**src/hdl/rtcu_pkg.sv**
```systemverilog
`timescale 1ns / 1ps
// ----------------------------------------------------------------------------
// rtcu_pkg
// Shared types, constants and helper functions for the RTC field to Unix
// seconds converter pipeline.
// ----------------------------------------------------------------------------
package rtcu_pkg;

	localparam int unsigned FieldW    = 8;
	localparam int unsigned InDataW   = 7 * FieldW;
	localparam int unsigned OutDataW  = 32;
	localparam int unsigned DaysW     = 16;
	localparam int unsigned HmsW      = 20;

	localparam logic [14:0] EpochYear = 15'd1970;
	localparam logic [14:0] LastYear  = 15'd2100;
	localparam logic [7:0]  PivotYear = 8'd70;
	localparam logic [14:0] Base20    = 15'd2000;
	localparam logic [14:0] Base19    = 15'd1900;
	localparam logic [7:0]  LastYoff  = 8'd130;

	localparam logic [16:0] DaySeconds  = 17'd86400;
	localparam logic [11:0] HourSeconds = 12'd3600;
	localparam logic [5:0]  MinSeconds  = 6'd60;

	// decoded fields after the first stage
	typedef struct packed {
		logic [7:0] sec;
		logic [7:0] min;
		logic [7:0] hr;
		logic [7:0] day;
		logic [7:0] mon;
		logic [7:0] yr;
		logic [7:0] cen;
	} dec_t;

	// year offset, month index and day offset after the second stage
	typedef struct packed {
		logic       in_range;
		logic [7:0] yoff;
		logic [3:0] mon_idx;
		logic [7:0] day_off;
		logic [7:0] hr;
		logic [7:0] min;
		logic [7:0] sec;
	} date_t;

	// whole days and seconds within the day after the third stage
	typedef struct packed {
		logic             in_range;
		logic [DaysW-1:0] days;
		logic [HmsW-1:0]  hms;
	} count_t;

	// BCD or plain binary decode of one raw byte, no digit check
	function automatic logic [7:0] decode_byte(input logic [7:0] raw, input logic bin);
		logic [7:0] hi;
		logic [7:0] lo;
		hi = {4'd0, raw[7:4]};
		lo = {4'd0, raw[3:0]};
		if (bin)
			return raw;
		return 8'(hi * 8'd10) + lo;
	endfunction

	// days before the first of the month, non-leap year
	function automatic logic [8:0] days_before(input logic [3:0] mon_idx);
		logic [8:0] d;
		case (mon_idx)
			4'd0:    d = 9'd0;
			4'd1:    d = 9'd31;
			4'd2:    d = 9'd59;
			4'd3:    d = 9'd90;
			4'd4:    d = 9'd120;
			4'd5:    d = 9'd151;
			4'd6:    d = 9'd181;
			4'd7:    d = 9'd212;
			4'd8:    d = 9'd243;
			4'd9:    d = 9'd273;
			4'd10:   d = 9'd304;
			4'd11:   d = 9'd334;
			default: d = 9'd0;
		endcase
		return d;
	endfunction

endpackage

```
**src/hdl/rtcu_decode.sv**
```systemverilog
`timescale 1ns / 1ps
// ----------------------------------------------------------------------------
// rtcu_decode
// Stage 1: unpack the seven raw bytes and decode each as BCD or binary.
// ----------------------------------------------------------------------------
module rtcu_decode import rtcu_pkg::*; (
	input  logic               clk,
	input  logic               arst_n,
	input  logic               advance,
	input  logic               in_valid,
	input  logic [InDataW-1:0] in_data,
	input  logic               bin_mode,
	output logic               valid_s1,
	output dec_t               dec_s1
);

	dec_t dec_d;

	always_comb begin
		dec_d.sec = decode_byte(in_data[7:0],   bin_mode);
		dec_d.min = decode_byte(in_data[15:8],  bin_mode);
		dec_d.hr  = decode_byte(in_data[23:16], bin_mode);
		dec_d.day = decode_byte(in_data[31:24], bin_mode);
		dec_d.mon = decode_byte(in_data[39:32], bin_mode);
		dec_d.yr  = decode_byte(in_data[47:40], bin_mode);
		dec_d.cen = decode_byte(in_data[55:48], bin_mode);
	end

	always_ff @(posedge clk or negedge arst_n) begin
		if (!arst_n)
			valid_s1 <= 1'b0;
		else if (advance)
			valid_s1 <= in_valid;
	end

	always_ff @(posedge clk) begin
		if (advance)
			dec_s1 <= dec_d;
	end

endmodule

```
**src/hdl/rtcu_date.sv**
```systemverilog
`timescale 1ns / 1ps
// ----------------------------------------------------------------------------
// rtcu_date
// Stages 2 and 3: form the four-digit year, clamp month and day, then count
// whole days since the epoch and seconds within the day.
// ----------------------------------------------------------------------------
module rtcu_date import rtcu_pkg::*; (
	input  logic   clk,
	input  logic   arst_n,
	input  logic   advance,
	input  logic   valid_s1,
	input  dec_t   dec_s1,
	output logic   valid_s3,
	output count_t cnt_s3
);

	logic [14:0] year;
	logic [14:0] yoff_w;
	date_t       date_d;
	logic        valid_s2;
	date_t       date_s2;
	logic        leap;
	logic [DaysW-1:0] days_d;
	logic [HmsW-1:0]  hms_d;
	count_t      cnt_d;

	// stage 2
	always_comb begin
		if (dec_s1.cen != 8'd0)
			year = 15'(dec_s1.cen * 15'd100) + {7'd0, dec_s1.yr};
		else if (dec_s1.yr < PivotYear)
			year = Base20 + {7'd0, dec_s1.yr};
		else
			year = Base19 + {7'd0, dec_s1.yr};
		yoff_w          = year - EpochYear;
		date_d.in_range = (year >= EpochYear) && (year <= LastYear);
		date_d.yoff     = yoff_w[7:0];
		if (dec_s1.mon < 8'd1 || dec_s1.mon > 8'd12)
			date_d.mon_idx = 4'd0;
		else
			date_d.mon_idx = 4'(dec_s1.mon - 8'd1);
		// day zero counts as the first
		date_d.day_off = (dec_s1.day == 8'd0) ? 8'd0 : dec_s1.day - 8'd1;
		date_d.hr      = dec_s1.hr;
		date_d.min     = dec_s1.min;
		date_d.sec     = dec_s1.sec;
	end

	always_ff @(posedge clk or negedge arst_n) begin
		if (!arst_n)
			valid_s2 <= 1'b0;
		else if (advance)
			valid_s2 <= valid_s1;
	end

	always_ff @(posedge clk) begin
		if (advance)
			date_s2 <= date_d;
	end

	// stage 3: within 1970..2100 leap years fall every fourth year from 1972,
	// except 2100
	always_comb begin
		leap = (date_s2.yoff[1:0] == 2'd2) && (date_s2.yoff != LastYoff);
		days_d = DaysW'(date_s2.yoff * 16'd365)
		       + DaysW'((date_s2.yoff + 8'd1) >> 2)
		       + DaysW'(days_before(date_s2.mon_idx))
		       + DaysW'(leap && (date_s2.mon_idx >= 4'd2))
		       + DaysW'(date_s2.day_off);
		hms_d  = HmsW'(date_s2.hr) * HmsW'(HourSeconds)
		       + HmsW'(date_s2.min) * HmsW'(MinSeconds)
		       + HmsW'(date_s2.sec);
		cnt_d.in_range = date_s2.in_range;
		cnt_d.days     = days_d;
		cnt_d.hms      = hms_d;
	end

	always_ff @(posedge clk or negedge arst_n) begin
		if (!arst_n)
			valid_s3 <= 1'b0;
		else if (advance)
			valid_s3 <= valid_s2;
	end

	always_ff @(posedge clk) begin
		if (advance)
			cnt_s3 <= cnt_d;
	end

endmodule

```
**src/hdl/rtcu_scale.sv**
```systemverilog
`timescale 1ns / 1ps
// ----------------------------------------------------------------------------
// rtcu_scale
// Stages 4 and 5: scale days to seconds, add the time of day and zero the
// result when the year was out of range.
// ----------------------------------------------------------------------------
module rtcu_scale import rtcu_pkg::*; (
	input  logic                clk,
	input  logic                arst_n,
	input  logic                advance,
	input  logic                valid_s3,
	input  count_t              cnt_s3,
	output logic                valid_s5,
	output logic [OutDataW-1:0] secs_s5
);

	logic                valid_s4;
	logic [OutDataW-1:0] prod_s4;
	logic [HmsW-1:0]     hms_s4;
	logic                in_range_s4;

	always_ff @(posedge clk or negedge arst_n) begin
		if (!arst_n) begin
			valid_s4 <= 1'b0;
			valid_s5 <= 1'b0;
		end else if (advance) begin
			valid_s4 <= valid_s3;
			valid_s5 <= valid_s4;
		end
	end

	always_ff @(posedge clk) begin
		if (advance) begin
			prod_s4     <= OutDataW'(cnt_s3.days) * OutDataW'(DaySeconds);
			hms_s4      <= cnt_s3.hms;
			in_range_s4 <= cnt_s3.in_range;
			secs_s5     <= in_range_s4 ? prod_s4 + OutDataW'(hms_s4) : '0;
		end
	end

endmodule

```
**src/hdl/rtc_fields_to_unix_seconds.sv**
```systemverilog
`timescale 1ns / 1ps
// ----------------------------------------------------------------------------
// rtc_fields_to_unix_seconds
// Path: an input transfer moves through stages s1 to s5 to reach m_tdata.
// Throughput: one transfer per cycle; the five pipeline stages all advance
// together and hold while m_tvalid is high and m_tready is low.
// Reset: arst_n clears all stage valid bits and sets the byte format to BCD.
// ----------------------------------------------------------------------------
module rtc_fields_to_unix_seconds import rtcu_pkg::*; (
	input  logic                clk,
	input  logic                arst_n,
	input  logic                cfg_we,
	input  logic                cfg_wdata,   // 1 = plain binary bytes, 0 = BCD
	input  logic                s_tvalid,
	output logic                s_tready,
	// second, minute, hour, day, month, two-digit year, century bytes
	input  logic [InDataW-1:0]  s_tdata,
	output logic                m_tvalid,
	input  logic                m_tready,
	// unix_seconds
	output logic [OutDataW-1:0] m_tdata
);

	logic   fmt_bin_q;
	logic   advance;
	logic   valid_s1;
	dec_t   dec_s1;
	logic   valid_s3;
	count_t cnt_s3;

	always_ff @(posedge clk or negedge arst_n) begin
		if (!arst_n)
			fmt_bin_q <= 1'b0;
		else if (cfg_we)
			fmt_bin_q <= cfg_wdata;
	end

	// hold the whole pipe only while a result waits at the output
	assign advance  = !m_tvalid || m_tready;
	assign s_tready = advance;

	rtcu_decode u_decode (
		.clk      (clk),
		.arst_n   (arst_n),
		.advance  (advance),
		.in_valid (s_tvalid),
		.in_data  (s_tdata),
		.bin_mode (fmt_bin_q),
		.valid_s1 (valid_s1),
		.dec_s1   (dec_s1)
	);

	rtcu_date u_date (
		.clk      (clk),
		.arst_n   (arst_n),
		.advance  (advance),
		.valid_s1 (valid_s1),
		.dec_s1   (dec_s1),
		.valid_s3 (valid_s3),
		.cnt_s3   (cnt_s3)
	);

	rtcu_scale u_scale (
		.clk      (clk),
		.arst_n   (arst_n),
		.advance  (advance),
		.valid_s3 (valid_s3),
		.cnt_s3   (cnt_s3),
		.valid_s5 (m_tvalid),
		.secs_s5  (m_tdata)
	);

endmodule

```
**config.mk**
```make
export PLATFORM = sky130hd
export DESIGN_NAME = rtc_fields_to_unix_seconds
export DESIGN_NICKNAME = d
export VERILOG_FILES = /design/src/hdl/rtcu_pkg.sv /design/src/hdl/rtcu_decode.sv /design/src/hdl/rtcu_date.sv /design/src/hdl/rtcu_scale.sv /design/src/hdl/rtc_fields_to_unix_seconds.sv
export SDC_FILE = /design/constraint.sdc
export NUM_CORES = 1
export LEC_CHECK = 0
export BUFFER_PORTS_ARGS = -buffer_cell sky130_fd_sc_hd__buf_4
export CORE_ASPECT_RATIO = 1.5
export CORE_MARGIN = 5
export CORE_UTILIZATION = 30
export CTS_BUF_LIST = sky130_fd_sc_hd__clkbuf_4
export DETAILED_ROUTE_END_ITERATION = 10
export HOLD_SLACK_MARGIN = 0.03
export PLACE_DENSITY = 0.56
export SLEW_MARGIN = 20
export SYNTH_ARGS = -nofsm -noshare
export SYNTH_HDL_FRONTEND = slang
export SYNTH_SLANG_ARGS = --single-unit
```
**constraint.sdc**
```tcl
create_clock -name clk -period 6.6 [get_ports clk]
set_clock_uncertainty 0.2 [all_clocks]
set_input_delay 0.33 -clock clk [delete_from_list [all_inputs] [get_ports clk]]
set_output_delay 0.33 -clock clk [all_outputs]
set_load 0.01 [all_outputs]
```
==> impl_metrics.csv <==
group,metric,value,unit
timing,worst_pin_slew,1.028,ns
clocking,cts_resized,0,
worst_setup_path,cp.arrival,6.23,ns
cells_and_area,drive_gt1_frac,0.1075,
detailed_routing,routed_wl,37100,um
placed_design,pre_cts_ws,0.6602,ns
worst_hold_path,worst_hold_path_type,"register to register",
logic_synthesis,yosysMostFrequentCell,"ha_1",
logic_synthesis,synthArstFlopShare,0.02597,
cells_and_area,fillers,6669,
logic_synthesis,synth_xor_area_frac,0.06542,
logic_synthesis,yosysWarnings,0,
global_routing,antenna_found_initial,4,
logic_synthesis,ys_types,76,
worst_hold_path,holdPathStages,0,
worst_setup_path,cp-start-kind,"register",
logic_synthesis,synth_ff_type,"edfxtp_1",
timing,hold_viol,0,
clocking,clkLatencyLatePin,0.83,ns
worst_setup_path,critPathKind,"register to register",
clocking,root_buffer,"clkbuf_4",
timing,finalMaxSlewViolations,0,
floorplan,die_h,324.8,um
logic_synthesis,synth_edf_count,216,
logic_synthesis,ys_top_cells_by_area,"edfxtp_1, ha_1, fa_1",
logic_synthesis,syn_inst,1834,
global_routing,grt_pass1_vias,14068,
detailed_routing,postRouteAntennaNets,0,
clocking,clk_path_buf_depth,3,
placed_design,portBuffers,95,
floorplan,die_w,219.8,um
worst_setup_path,endpoint_kind,"register",
cells_and_area,syn2layout_area_growth,17.99,%
detailed_routing,vias,13296,
worst_setup_path,worstPathMaxFanout,6,
detailed_routing,drt_iter0_markers,358,
clocking,cts_hold_buffers,106,
timing,slew_headroom,0.3086,
logic_synthesis,synthMuxAreaShare,0.01288,
detailed_routing,firstDrtPassIters,4,
floorplan,core_area,65610,um^2
detailed_routing,via_per_inst,4.431,
job,maxCapViolations,0,
logic_synthesis,synth_top_family_by_area,"adder cells",
timing,max_clock_freq,168.7,MHz
floorplan,initial_core_util,0.3020,
logic_synthesis,yosys.area_share.adder,0.3265,
logic_synthesis,synth_fp_nets,2344,
global_routing,grt_usage,0.1070,
logic_synthesis,yosys.area.top_type,"edfxtp_1",
timing,rsz0062_at_grt,"false",
logic_synthesis,synth_common_cells,"ha_1, inv_1, edfxtp_1, fa_1, nand2_1",
logic_synthesis,postSynthAreaPerCell,10.80,um^2
global_routing,grt_max_degree,152,
clocking,tritoncts,"done",
placed_design,dp_hpwl,29610,um
timing,setup_viol,0,
timing,setup_ws,0.6706,ns
clocking,post_cts_buffers,0,
floorplan,fp.dieArea,71400,um^2
timing,tns,0,ns
clocking,cts_buffers,61,
placed_design,place_congestion,0.8359,
detailed_routing,route.detailed.drc,0,
status,status,"completed",
clocking,clock_sinks,231,
detailed_routing,wl_per_cell,12.36,um
timing,final.min_clock_period,5.929,ns
logic_synthesis,synth-simple-area-share,0.08695,
worst_setup_path,r2r_cells,21,
logic_synthesis,synth.top_cell.area_share,0.3273,
logic_synthesis,synth-compound-area-share,0.1017,
clocking,cts.clk_slew.worst_paths,0.07,ns
clocking,h-tree-depth,2,
global_routing,grt_pass1_wl,64900,um
worst_setup_path,required,6.90,ns
logic_synthesis,seq_area_frac_synth,0.3440,
timing,fin_crit_sh,0.8984,
floorplan,rows,115,
logic_synthesis,ys_seq_elements,231,
floorplan,design.portCount,96,
cells_and_area,fin_util,0.3563,
logic_synthesis,synth_area,19820,um^2
global_routing,overflow,0,
cells_and_area,nets,2590,
cell usage in the layout, fill, tap and decap left out, drive strengths merged, types with 66 or more instances in the layout:
cell and count:
fa 115, buf 99, clkbuf 80, nor2 68, o21ai 104, nand2 102
ha 333, xnor2 83, a21oi 66, inv 303, dlygate4sd3 106, edfxtp 216
final timing paths:
check	endpoint	slack, ns	startpoint
worst max-delay path	u_date.cnt_s3[35]	0.67	u_date.date_s2[36]
worst min-delay path	u_scale.hms_s4[4]	0.15	u_date.cnt_s3[4]
worst max register to register	u_date.cnt_s3[35]	0.67	u_date.date_s2[36]
worst min register to register	u_scale.hms_s4[4]	0.15	u_date.cnt_s3[4]
max in group asynchronous	u_date.valid_s2	5.63	arst_n
min in group asynchronous	u_scale.valid_s5	0.31	arst_n
stage by stage:
stage               hold slack [ns]  area [um^2]  cells
finish                       0.1507        23380   3001
global route                 0.1282        23380   3001
CTS                         0.08931        23370   2998
detailed placement         -0.05737        21570   2788
global placement           -0.06213        21570   2788
floorplan                   -0.1656        19820   1834
layout make-up:
cell class              instances  area, um^2  area share
clock buffers                  80       600.6     0.02569
diodes                          3       7.507   0.0003211
multi-input cells            1278       11760      0.5029
repair buffers                205        1817     0.07771
clock inverters                24       140.1    0.005994
well taps                     877        1097     0.04693
flip-flops and latches        231        6818      0.2916
inverters                     303        1141     0.04881
sequential cells by signal, summed over array words and instances, names as in the netlist, named ones only:
signal / flops
fmt_bin_q: 1
u_date.cnt_d: 1
u_date.cnt_s3: 37
u_date.date_s2: 44
u_date.valid_s2: 1
u_date.valid_s3: 1
u_decode.dec_s1: 56
u_decode.valid_s1: 1
u_scale.hms_s4: 20
u_scale.in_range_s4: 1
u_scale.prod_s4: 25
u_scale.secs_s5: 32
u_scale.valid_s4: 1
u_scale.valid_s5: 1
worst max-delay path, stage by stage (launching register included):
cell	delay [ns]
edfxtp_1	0.48
inv_1	0.17
nor3_1	0.34
nand2_1	0.14
xor2_1	0.18
fa_1	0.49
inv_1	0.04
ha_1	0.28
ha_1	0.27
inv_1	0.05
fa_1	0.50
fa_1	0.61
inv_1	0.06
ha_1	0.28
a21o_1	0.18
a21oi_1	0.21
o21ai_0	0.15
a31oi_1	0.24
o21ai_0	0.17
o211ai_1	0.30
mux2i_1	0.22
nand4_1	0.08
routing by layer:
| layer | part of all wire | GRT usage | up-vias |
|---|---|---|---|
| met5 | 0 | 0 | - |
| met4 | 0.028 | 0.03801 | 0 |
| met3 | 0.038 | 0.01984 | 66 |
| met2 | 0.52 | 0.1963 | 201 |
| met1 | 0.42 | 0.1228 | 6179 |
| li1 | - | - | 6850 |
cells by family (layout without fill, tap and decap cells):
group           Yosys count  after routing
fa+ha+maj               448            448
simple gates            344            344
buf+inv                 325            612
compound gates          314            314
flops                   231            231
xor+xnor                148            148
mux                      24             24
other cells               0              3
Power is left out: the tool's default activity adds up to more than one toggle a clock period on the data nets, which glitch-free logic cannot reach.
